## config.mk

```make
export PLATFORM = sky130hd
export DESIGN_NAME = light_palette_match_allocator
export DESIGN_NICKNAME = d
export VERILOG_FILES = /design/src/rtl/lpma_pkg.sv /design/src/rtl/light_palette_match_allocator.sv /design/src/rtl/lpma_slot_dist.sv
export SDC_FILE = /design/constraint.sdc
export NUM_CORES = 1
export LEC_CHECK = 0
export BUFFER_PORTS_ARGS = -buffer_cell sky130_fd_sc_hd__buf_4
export CORE_UTILIZATION = 51
export CTS_BUF_LIST = sky130_fd_sc_hd__clkbuf_4
export DETAILED_ROUTE_END_ITERATION = 8
export HOLD_SLACK_MARGIN = 0.03
export PLACE_DENSITY = 0.75
export SKIP_LAST_GASP = 1
export SLEW_MARGIN = 20
export SYNTH_ARGS = -nofsm -noshare
export SYNTH_HDL_FRONTEND = slang
export SYNTH_HIERARCHICAL = 1
export SYNTH_SLANG_ARGS = --single-unit
```

## constraint.sdc

```tcl
create_clock -name clock -period 18.9 [get_ports clock]
set_clock_uncertainty 0.15 [all_clocks]
set_input_delay 2.835 -clock clock [delete_from_list [all_inputs] [get_ports clock]]
set_output_delay 2.835 -clock clock [all_outputs]
set_load 0.005 [all_outputs]
```

## src/rtl/lpma_pkg.sv

```systemverilog
// ----------------------------------------------------------------------------
// lpma_pkg: shared types and constants of the light palette allocator
// Item modes, register indexes, distance width and reset presets.
// ----------------------------------------------------------------------------
`timescale 1ns / 1ps

package lpma_pkg;

   // Component and field widths
   localparam int COMP_W     = 8;
   localparam int COLOR_W    = 3 * COMP_W;
   localparam int DIST_W     = 10;
   localparam int COUNT_W    = 8;
   localparam int CSR_DATA_W = 10;

   // Search start: a slot must beat this to win over slot 0
   localparam logic [DIST_W-1:0]  START_DIST = 10'd1020;
   localparam logic [DIST_W-1:0]  RESET_TOL  = 10'd3;
   localparam logic [COMP_W-1:0]  RESET_MULT = 8'd28;
   localparam logic [COUNT_W-1:0] COUNT_MAX  = 8'd255;

   typedef enum logic [1:0] {
      MODE_REQUEST = 2'd0,
      MODE_FREE    = 2'd1,
      MODE_CLEAR   = 2'd2
   } mode_type;

   typedef enum logic {
      CSR_MATCH_TOLERANCE  = 1'b0,
      CSR_DEFAULT_MULTIPLIER = 1'b1
   } csr_index_type;

   // Reset color of a slot; slots past the preset list start black
   function automatic logic [COLOR_W-1:0] preset_color(input int unsigned slot);
      logic [COLOR_W-1:0] color;
      case (slot)
         0:       color = {8'd255, 8'd255, 8'd255};
         1:       color = {8'd10,  8'd10,  8'd255};
         2:       color = {8'd255, 8'd250, 8'd20};
         3:       color = {8'd80,  8'd0,   8'd200};
         default: color = '0;
      endcase
      return color;
   endfunction

endpackage

```

## src/rtl/light_palette_match_allocator.sv

```systemverilog
// ----------------------------------------------------------------------------
// light_palette_match_allocator: palette slot matcher and allocator
// Usage:
//   req_* is a valid/ready channel carrying one item: a request for a slot
//   by color and multiplier, a free of one slot, or a clear of every count but slot 0's.
//   rsp_* is a valid/ready channel returning one item per input item: the
//   granted (or echoed) slot index and a created flag.
//   csr_* is a write-only register port (tolerance, default multiplier);
//   it must be written only while the block is idle; the block does not enforce this.
// Timing:
//   An item waits in the input register until it advances; then the slot
//   search, the state update and the result register load happen in one pass.
//   The item passes through the input register and then the result register,
//   which drives rsp_valid; throughput is one item per cycle while rsp_ready
//   stays high, set by the read-modify-write of the slot state.
// Reset:
//   Synchronous, active high. Slots return to their preset colors, every
//   multiplier to 28, every count to 0, registers to their reset values.
// Stall:
//   While rsp_ready is low the result holds, the input register holds its
//   item and req_ready drops once that register is full.
// ----------------------------------------------------------------------------
`timescale 1ns / 1ps

module light_palette_match_allocator
   import lpma_pkg::*;
#(
   parameter int SLOTS = 4
)
(
   input  logic                  clock,
   input  logic                  reset,

   input  logic                  req_valid,
   output logic                  req_ready,
   input  logic [1:0]            req_mode,
   input  logic [COMP_W-1:0]     req_red,
   input  logic [COMP_W-1:0]     req_green,
   input  logic [COMP_W-1:0]     req_blue,
   input  logic [COMP_W-1:0]     req_multiplier,
   input  logic [1:0]            req_free_index,

   output logic                  rsp_valid,
   input  logic                  rsp_ready,
   output logic [1:0]            rsp_slot_index,
   output logic                  rsp_created,

   input  logic                  csr_we,
   input  logic                  csr_index,
   input  logic [CSR_DATA_W-1:0] csr_wdata
);

   localparam int IDX_W = (SLOTS > 1) ? $clog2(SLOTS) : 1;

   // Configuration registers
   logic [DIST_W-1:0]  tolerance_ff;
   logic [COMP_W-1:0]  default_mult_ff;

   // Input register
   logic               in_valid_ff;
   logic [1:0]         mode_ff;
   logic [COMP_W-1:0]  red_ff;
   logic [COMP_W-1:0]  green_ff;
   logic [COMP_W-1:0]  blue_ff;
   logic [COMP_W-1:0]  mult_req_ff;
   logic [1:0]         free_index_ff;

   // Result register
   logic               out_valid_ff;
   logic [1:0]         slot_ff;
   logic               created_ff;
   logic [1:0]         slot_in;
   logic               created_in;

   // Palette state
   logic [COLOR_W-1:0] color_ff [SLOTS];
   logic [COMP_W-1:0]  mult_ff  [SLOTS];
   logic [COUNT_W-1:0] count_ff [SLOTS];
   logic [COLOR_W-1:0] color_in [SLOTS];
   logic [COMP_W-1:0]  mult_in  [SLOTS];
   logic [COUNT_W-1:0] count_in [SLOTS];

   logic [DIST_W-1:0]  slot_dist [SLOTS];
   logic [IDX_W-1:0]   best_slot;
   logic [DIST_W-1:0]  best_dist;
   logic [IDX_W-1:0]   free_slot;
   logic               free_found;
   logic               reuse;
   logic               advance;

   // Move the held item through when the result register is empty or drains
   assign advance   = in_valid_ff && (!out_valid_ff || rsp_ready);
   assign req_ready = !in_valid_ff || advance;

   assign rsp_valid      = out_valid_ff;
   assign rsp_slot_index = slot_ff;
   assign rsp_created    = created_ff;

   // ---------------------------------------------------------------------
   // Configuration writes
   // ---------------------------------------------------------------------
   always_ff @(posedge clock) begin
      if (reset) begin
         tolerance_ff    <= RESET_TOL;
         default_mult_ff <= RESET_MULT;
      end else if (csr_we) begin
         unique case (csr_index)
            CSR_MATCH_TOLERANCE:    tolerance_ff    <= csr_wdata;
            CSR_DEFAULT_MULTIPLIER: default_mult_ff <= csr_wdata[COMP_W-1:0];
            default: ;
         endcase
      end
   end

   // ---------------------------------------------------------------------
   // Input register: capture on accept, drop valid when the item advances
   // ---------------------------------------------------------------------
   always_ff @(posedge clock) begin
      if (reset) begin
         in_valid_ff <= 1'b0;
      end else if (req_ready) begin
         in_valid_ff <= req_valid;
      end
   end

   always_ff @(posedge clock) begin
      if (req_valid && req_ready) begin
         mode_ff       <= req_mode;
         red_ff        <= req_red;
         green_ff      <= req_green;
         blue_ff       <= req_blue;
         mult_req_ff   <= req_multiplier;
         free_index_ff <= req_free_index;
      end
   end

   // ---------------------------------------------------------------------
   // One distance unit per slot, all in parallel
   // ---------------------------------------------------------------------
   for (genvar s = 0; s < SLOTS; s++) begin : g_dist
      lpma_slot_dist u_dist (
         .req_red         (red_ff),
         .req_green       (green_ff),
         .req_blue        (blue_ff),
         .req_multiplier  (mult_req_ff),
         .slot_color      (color_ff[s]),
         .slot_multiplier (mult_ff[s]),
         .l1_dist         (slot_dist[s])
      );
   end

   // ---------------------------------------------------------------------
   // Best match (first strict minimum over slot 0 and slots in use)
   // and first free slot from 1 upward
   // ---------------------------------------------------------------------
   always_comb begin
      best_slot  = '0;
      best_dist  = START_DIST;
      free_slot  = '0;
      free_found = 1'b0;
      for (int i = 0; i < SLOTS; i++) begin
         if ((i == 0 || count_ff[i] != '0) && slot_dist[i] < best_dist) begin
            best_slot = IDX_W'(i);
            best_dist = slot_dist[i];
         end
      end
      for (int i = 1; i < SLOTS; i++) begin
         if (!free_found && count_ff[i] == '0) begin
            free_found = 1'b1;
            free_slot  = IDX_W'(i);
         end
      end
      // Reuse when close enough, or when the palette is full
      reuse = (best_dist < tolerance_ff) || !free_found;
   end

   // ---------------------------------------------------------------------
   // Next palette state and result
   // ---------------------------------------------------------------------
   always_comb begin
      slot_in    = '0;
      created_in = 1'b0;
      for (int i = 0; i < SLOTS; i++) begin
         color_in[i] = color_ff[i];
         mult_in[i]  = mult_ff[i];
         count_in[i] = count_ff[i];
      end
      case (mode_ff)
         MODE_REQUEST: begin
            if (reuse) begin
               slot_in = 2'(best_slot);
               for (int i = 0; i < SLOTS; i++) begin
                  if (IDX_W'(i) == best_slot && count_ff[i] != COUNT_MAX) begin
                     count_in[i] = count_ff[i] + 1'b1;
                  end
               end
            end else begin
               slot_in    = 2'(free_slot);
               created_in = 1'b1;
               for (int i = 0; i < SLOTS; i++) begin
                  if (IDX_W'(i) == free_slot) begin
                     color_in[i] = {red_ff, green_ff, blue_ff};
                     mult_in[i]  = (mult_req_ff != '0) ? mult_req_ff : default_mult_ff;
                     count_in[i] = COUNT_W'(1);
                  end
               end
            end
         end
         MODE_FREE: begin
            // Echo the index; an index past the palette changes nothing
            slot_in = free_index_ff;
            for (int i = 0; i < SLOTS; i++) begin
               if (int'(free_index_ff) == i && count_ff[i] != '0) begin
                  count_in[i] = count_ff[i] - 1'b1;
               end
            end
         end
         MODE_CLEAR: begin
            for (int i = 1; i < SLOTS; i++) begin
               count_in[i] = '0;
            end
         end
         default: ;
      endcase
   end

   // Commit the state update only when the item advances
   always_ff @(posedge clock) begin
      if (reset) begin
         for (int i = 0; i < SLOTS; i++) begin
            color_ff[i] <= preset_color(i);
            mult_ff[i]  <= RESET_MULT;
            count_ff[i] <= '0;
         end
      end else if (advance) begin
         for (int i = 0; i < SLOTS; i++) begin
            color_ff[i] <= color_in[i];
            mult_ff[i]  <= mult_in[i];
            count_ff[i] <= count_in[i];
         end
      end
   end

   // ---------------------------------------------------------------------
   // Result register: load on advance, hold while the receiver stalls
   // ---------------------------------------------------------------------
   always_ff @(posedge clock) begin
      if (reset) begin
         out_valid_ff <= 1'b0;
      end else if (advance) begin
         out_valid_ff <= 1'b1;
      end else if (rsp_ready) begin
         out_valid_ff <= 1'b0;
      end
   end

   always_ff @(posedge clock) begin
      if (advance) begin
         slot_ff    <= slot_in;
         created_ff <= created_in;
      end
   end

endmodule

```

## src/rtl/lpma_slot_dist.sv

```systemverilog
// ----------------------------------------------------------------------------
// lpma_slot_dist: L1 distance between a requested light and one slot
// Sums the absolute component differences, plus the multiplier difference
// when the request asks for a multiplier.
// ----------------------------------------------------------------------------
`timescale 1ns / 1ps

module lpma_slot_dist
   import lpma_pkg::*;
(
   input  logic [COMP_W-1:0]  req_red,
   input  logic [COMP_W-1:0]  req_green,
   input  logic [COMP_W-1:0]  req_blue,
   input  logic [COMP_W-1:0]  req_multiplier,
   input  logic [COLOR_W-1:0] slot_color,
   input  logic [COMP_W-1:0]  slot_multiplier,
   output logic [DIST_W-1:0]  l1_dist
);

   function automatic logic [COMP_W-1:0] abs_diff(input logic [COMP_W-1:0] a,
                                                  input logic [COMP_W-1:0] b);
      return (a > b) ? (a - b) : (b - a);
   endfunction

   logic [COMP_W-1:0] diff_red;
   logic [COMP_W-1:0] diff_green;
   logic [COMP_W-1:0] diff_blue;
   logic [COMP_W-1:0] diff_mult;

   always_comb begin
      diff_red   = abs_diff(req_red,   slot_color[3*COMP_W-1:2*COMP_W]);
      diff_green = abs_diff(req_green, slot_color[2*COMP_W-1:COMP_W]);
      diff_blue  = abs_diff(req_blue,  slot_color[COMP_W-1:0]);
      // A zero multiplier means no preference: leave it out of the sum
      diff_mult  = (req_multiplier != '0) ? abs_diff(req_multiplier, slot_multiplier) : '0;
      l1_dist = DIST_W'(diff_red) + DIST_W'(diff_green) + DIST_W'(diff_blue)
              + DIST_W'(diff_mult);
   end

endmodule

```

# After elaboration in Yosys (flattened, before gate mapping)
# Memories as Yosys holds them, arrays and structs flattened.
# Cells that the tools add are included.
word_totals:
  out_inout_bits: 5
  latch_bits: 0
  ramBits: 160
  romBits: 0
  n_memories: 3
  wordCells: 241
  ff_bits: 59
  inputBits: 52
classes:
  n_bitwise: 13
  mux: 87
  multipliers: 0
  n_eq_ne: 15
  shift: 0
  n_addsub: 52
  div_mod_pow: 0
  n_lt_le_gt_ge: 21
  reduce_logical: 38
memory_table:
  columns: ["name", "words", "word_bits", "read_ports", "rd_ports_with_merged_regs", "write_ports", "line", "source"]
  rows:
  - ["color_ff", 4, 24, 4, 0, 4, "light_palette_match_allocator.sv:76", "logic [COLOR_W-1:0] color_ff [SLOTS];"]
  - ["count_ff", 4, 8, 4, 0, 4, "light_palette_match_allocator.sv:78", "logic [COUNT_W-1:0] count_ff [SLOTS];"]
  - ["mult_ff", 4, 8, 4, 0, 4, "light_palette_match_allocator.sv:77", "logic [COMP_W-1:0] mult_ff [SLOTS];"]
ops:
  columns: ["cell", "n"]
  rows:
  - ["8-bit two-way mux", 45]
  - ["24-bit two-way mux", 12]
  - ["8-bit subtractor", 32]
  - ["96-bit two-way mux", 2]
  - ["8-bit greater-than comparator", 16]
  - ["32-bit two-way mux", 3]
  - ["10-bit by 8-bit adder with 10-bit output", 8]
  - ["24-bit one-hot mux with 3 select lines", 1]
  - ["10-bit less-than comparator", 4]
  - ["10-bit two-way mux", 4]
  - ["8-bit nonzero test", 5]
  - ["8-bit by 8-bit adder with 9-bit output", 4]
  - ["8-bit by 1-bit adder with 8-bit output (second input constant)", 4]
  - ["8-bit != test (second input constant)", 4]
  - ["8-bit by 1-bit subtractor with 8-bit output (second input constant)", 4]
  - ["8-bit zero test", 3]
  - ["8-bit one-hot mux with 2 select lines", 1]
  - ["1-bit logical AND", 15]
  - ["1-bit two-way mux", 13]
  - ["1-bit bitwise OR", 12]
  - ["10-bit less-than comparator (second input constant)", 1]
  - ["2-bit two-way mux", 5]
  - ["2-bit == test (first input constant)", 4]
  - ["2-bit zero test", 4]
  - ["other kinds (9)", 20]

# Depth between registers and ports, before layout
# An unclocked memory read counts as a cell.
depth:
  ltp_word: 23
  depth_mapped: 56
  depth_no_buf: 51

# Cells and area by module
# The synthesis kept the hierarchy.
by_module_without_submodules:
  columns: ["module", "seq_area_each_um2", "cells_per_inst", "area_each_um2", "instances"]
  rows:
  - ["light_palette_match_allocator", 6135.9, 775, 9718.1, 1]
  - ["lpma_slot_dist (g_dist[0].u_dist)", 0.0, 462, 3590.9, 1]
  - ["lpma_slot_dist (g_dist[2].u_dist)", 0.0, 460, 3548.4, 1]
  - ["lpma_slot_dist (g_dist[3].u_dist)", 0.0, 468, 3544.6, 1]
  - ["lpma_slot_dist (g_dist[1].u_dist)", 0.0, 465, 3524.6, 1]

# Least setup slack after synthesis
# Ideal clock, no wire load.
synth_timing:
  path_kind: "reg2reg"
  start: "register, netlist name green_ff[0]"
  end: "memory count_ff[3][0] (enable)"
  t_required_ps: 18361
  stages_incl_launch_ff: 55
  n_path_buf: 4
  path_slack_ps: 5943
  setup_ps: 389
  arrival_ps: 12418
  path_cell_list: "edfxtp_1 > inv_1 > ha_1 > inv_1 > fa_1 > a21o_1 > a221oi_4 > a21oi_4 > mux2_1 > fa_1 > fa_1 > ha_1 > inv_1 > fa_1 > nor2b_1 > o21ai_0 > a21boi_0 > o31a_1 > (+19 left out) > a211oi_1 > o211a_1 > o211ai_1 > a21oi_1 > clkbuf_1 > clkbuf_1 > nand2_1 > o21ai_0 > ha_1 > a21o_1 > a21o_1 > a2111oi_0 > o21ai_0 > o21ba_2 > o21ai_0 > nand2_1 > a31oi_1 > a311oi_1"
synth_rtl:
  columns: ["element", "line"]
  rows:
  - ["end, declared", "light_palette_match_allocator.sv:78"]

==> results by stage <==
Run status:
- The run finished with clean final reports.

Detailed routing:
- After detailed routing, the average wire length per cell comes to a little over 20 um.
- For this block, the via count after detailed routing is slightly below 20000.
- The number of DRC markers after the initial detailed-route iteration is 1341.
- The count of TritonRoute iterations in the first routing pass is 5.
- The number of vias per cell after detailed routing is roughly 5.9.
- The count of antenna-violating nets left after detailed routing is 0.
- Wires add up to ~67 mm.
- The post-route DRC violation count is 0.

Place:
- The sum of net half-perimeters after detailed placement is between 50 and 60 mm.
- Once placement completed, the tool counted placed cells totaling about 3200.
- The congestion estimate from routability-driven global placement came to ~0.93.
- Port buffering added 56 buffers.

Synth:
- The synthesized design contains 191 enable-type register cells.
- The largest total area in the synthesized netlist belongs to edfxtp_1.
- Synthesis produced a netlist with a net count of about 3100.
- The cell area after technology mapping is between 20000 and 25000 sq um.
- The most instantiated flip-flop cell in the synthesis netlist is edfxtp_1.
- The share of flip-flops with an asynchronous set or reset is 0%.
- The cell count after synthesis is between 2000 and 3000.
- The post-synthesis average cell area is around 9.1 sq um.
- The flip-flop and latch count after synthesis is ~210.
- The area fraction of the dominant cell type after synthesis is 24.0%.
- The post-synthesis sequential area ratio is between 20% and 30%.
- Yosys mapped the design onto between 100 and 150 distinct sky130hd cell types.
- The synthesis warning total is 6.
- Ranked by total cell area, the synthesized netlist is headed by edfxtp_1 (24%), ha_1 (17%), fa_1 (8.0%).

Critical path:
- The slowest stage of the critical path belongs to the cell edfxtp_1.
- The largest fanout on the critical path is 24.
- Setup slack on the worst reg-to-reg path comes out at between 4 and 5 ns.
- The worst setup path is captured at a flip-flop.
- For the worst setup path, the data required time is approximately 19 ns.
- The worst register-to-register path has a depth of 49.
- STA classifies the critical path startpoint as a flip-flop.
- The start-to-end type of the worst setup path is flip-flop to flip-flop.
- The delay of the slowest cell on the worst path is just under 0.7 ns.
- The capture instance of the worst register-to-register path is color_ff[3][17].
- In this run the critical register-to-register path is launched from green_ff[1].
- For the worst setup path, the data arrival time is between 10 and 15 ns.

Floorplanning:
- The standard-cell row count is 79.
- The chip height is 219 um.
- 57 I/O pins were placed.
- The width of the die is ~220 um.
- The initial utilization of the core area, before any placement, comes to between 50% and 60%.
- The placeable core region is around 46000 sq um.
- The floorplan step defined a die boundary enclosing 47800 sq um.

Cells and area:
- Of the cells placed in the final design, the portion with a size suffix greater than 1 is 8.71%.
- Excluding fillers, the count of instances in the completed layout stands at around 3300.
- For this run, the post-layout net count is 3126.
- From synthesis to final layout, the design area changed by 6.08%.

Clock network:
- The clock slew at the register clock pins of the worst setup and hold paths is approximately 0.070 ns.
- Once the clock tree was built, the resizer swapped 0 gates to a different size.
- The H-tree level count is 2.
- The TritonCTS sink count is 211.
- The buffer type at the clock tree root is clkbuf_4.
- TritonCTS created 58 clock buffers.
- The number of hold buffers added after CTS is 0.
- Clock latency on the worst-skew pair, taken at its later pin, is 0.80 ns.
- The maximum root-to-sink buffer count is 3.
- In this run the post-CTS setup repair buffer count came out at 0.
- The CTS tree is built.

Global route:
- Global routing used between 20% and 30% of the available tracks.
- The largest net degree at the start of global routing is 59.
- The number of global-route vias before repair is 19300.
- The number of antenna violations at the first check in global routing came to 5.
- The first-pass GRT wire length is ~100 mm.
- The remaining global-route overflow is 0.

Timing:
- The clock period minus final worst setup slack is between 10 and 15 ns.
- Setup repair after global routing left no endpoint under its margin.
- The number of failing hold endpoints at the final stage is 0.
- The total negative setup slack is 0 ns.
- The number of slew-limit violations in the final report is 0.
- The worst pin sits at a relative slew slack of between 30% and 40%.
- The highest clock frequency the design can meet is between 70 and 80 MHz.
- The slew at the pin with the worst max-slew slack is 0.977 ns.
- Dividing the final minimum period by the clock period gives around 75%.
- The count of endpoints failing setup in the final report is 0.

Worst hold path:
- In this run the most critical hold path is launched from tolerance_ff[5].
- Along the worst hold path, the cell count comes to 2.
- The worst hold path class is flip-flop to flip-flop.
- For hold timing, the worst endpoint is tolerance_ff[5].

Run:
- The reported max-cap violation count is 0.
-- critical path, delay by kind of cell, from the launching register on --
kind | cells | cell delay [ns]
multiplexers | 3 | 1.02
flip-flops | 1 | 0.69
buffers and inverters | 4 | 0.98
AO/OA/AOI/OAI | 25 | 5.82
AND/OR/NAND/NOR | 8 | 2.03
adder cells (fa/ha/maj) | 9 | 3.23
-- routing by layer --
| metal | GRT usage, % | routed length [um] |
|---|---|---|
| met5 | 0 | 0 |
| met4 | 9.49 | 1980 |
| met3 | 4.44 | 4200 |
| met2 | 47.3 | 32300 |
| met1 | 35.8 | 28300 |
-- kinds of logic (layout without fill, tap and decap cells) --
family | after synthesis | after routing | synth area share, %
AOI/OAI and AO/OA | 650 | 650 | 18.6
xor gates and xnor gates | 100 | 100 | 3.66
adders and majority gates | 417 | 417 | 24.8
buffers and inverters | 529 | 598 | 9.02
DFF | 211 | 211 | 25.6
muxes | 98 | 98 | 4.18
other | 0 | 4 | 0
and+or+nand+nor | 625 | 625 | 14.1
-- final cells by class --
| type | count | area, sq um |
|---|---|---|
| Tap cell | 607 | 759 |
| Multi-Input combinational cell | 1890 | 15600 |
| Sequential cell | 211 | 6140 |
| Timing Repair Buffer | 69 | 518 |
| Clock inverter | 19 | 83.8 |
| Clock buffer | 83 | 623 |
| Inverter | 427 | 1600 |
| Fill cell | 4231 | 21100 |
| Antenna cell | 4 | 10.0 |
-- per-stage QoR --
step	hold slack, ns	setup WS (ns)	util (%)	cell area [sq um]
6_report	0.309	4.66	54.6	25400
4_1_cts	0.310	4.50	54.6	25400
3_5_place_dp	0.302	4.58	53.1	24700
5_1_grt	0.338	3.70	54.6	25400
2_1_floorplan	0.286	5.94	-	23900
3_3_place_gp	0.299	5.08	53.1	24700
-- placed cells by master (no fill, tap or decap), drive strengths merged, types with 16 or more instances in the layout --
cell / netlist / routed
a211o: 17 / 17
a211oi: 68 / 68
a21o: 87 / 87
a21oi: 231 / 231
a31oi: 25 / 25
and2: 40 / 40
and3: 23 / 23
buf: 59 / 69
clkbuf: 43 / 83
clkinv: 0 / 18
dfxtp: 20 / 20
edfxtp: 191 / 191
fa: 96 / 96
ha: 321 / 321
inv: 427 / 428
mux2i: 83 / 83
nand2: 160 / 160
nand2b: 40 / 40
nand3: 51 / 51
nand3b: 36 / 36
nand4: 52 / 52
nor2: 104 / 104
nor2b: 18 / 18
o21a: 26 / 26
o21ai: 79 / 79
o22ai: 20 / 20
or3: 17 / 17
or4: 16 / 16
xnor2: 62 / 62
xor2: 38 / 38
-- flip-flops by register name, indices dropped and copies added (netlist names), 2 cells and up --
register         cells
color_ff            96
mult_ff             32
count_ff            24
tolerance_ff        10
blue_ff              8
default_mult_ff      8
green_ff             8
mult_req_ff          8
red_ff               8
free_index_ff        2
mode_ff              2
rsp_slot_index       2
-- synth_stat cells, drive strengths merged, types with 18 or more instances --
| master | instances |
|---|---|
| edfxtp | 191 |
| clkbuf | 43 |
| a211oi | 68 |
| a21o | 87 |
| nand4 | 52 |
| nand2 | 160 |
| mux2i | 83 |
| and3 | 23 |
| a31oi | 25 |
| fa | 96 |
| nor2 | 104 |
| inv | 427 |
| dfxtp | 20 |
| nor2b | 18 |
| and2 | 40 |
| a21oi | 231 |
| ha | 321 |
| o21a | 26 |
| xnor2 | 62 |
| nand3b | 36 |
| o22ai | 20 |
| o21ai | 79 |
| buf | 59 |
| xor2 | 38 |
| nand3 | 51 |
| nand2b | 40 |
-- how the worst max path moves through the flow --
stage	from	endpoint	slack, ns	cells past startpoint
final	green_ff[1]	color_ff[3][17]	4.66	49
after global routing	green_ff[1]	count_ff[3][1]	3.70	50
after CTS	green_ff[1]	count_ff[3][2]	4.50	49
after detailed placement	green_ff[1]	count_ff[3][2]	4.58	49
after global placement	green_ff[0]	count_ff[3][1]	5.08	52
after floorplan	green_ff[0]	count_ff[3][0]	5.94	54
Power is left out: the tool's default activity adds up to more than one toggle a clock period on the data nets, which glitch-free logic cannot reach.
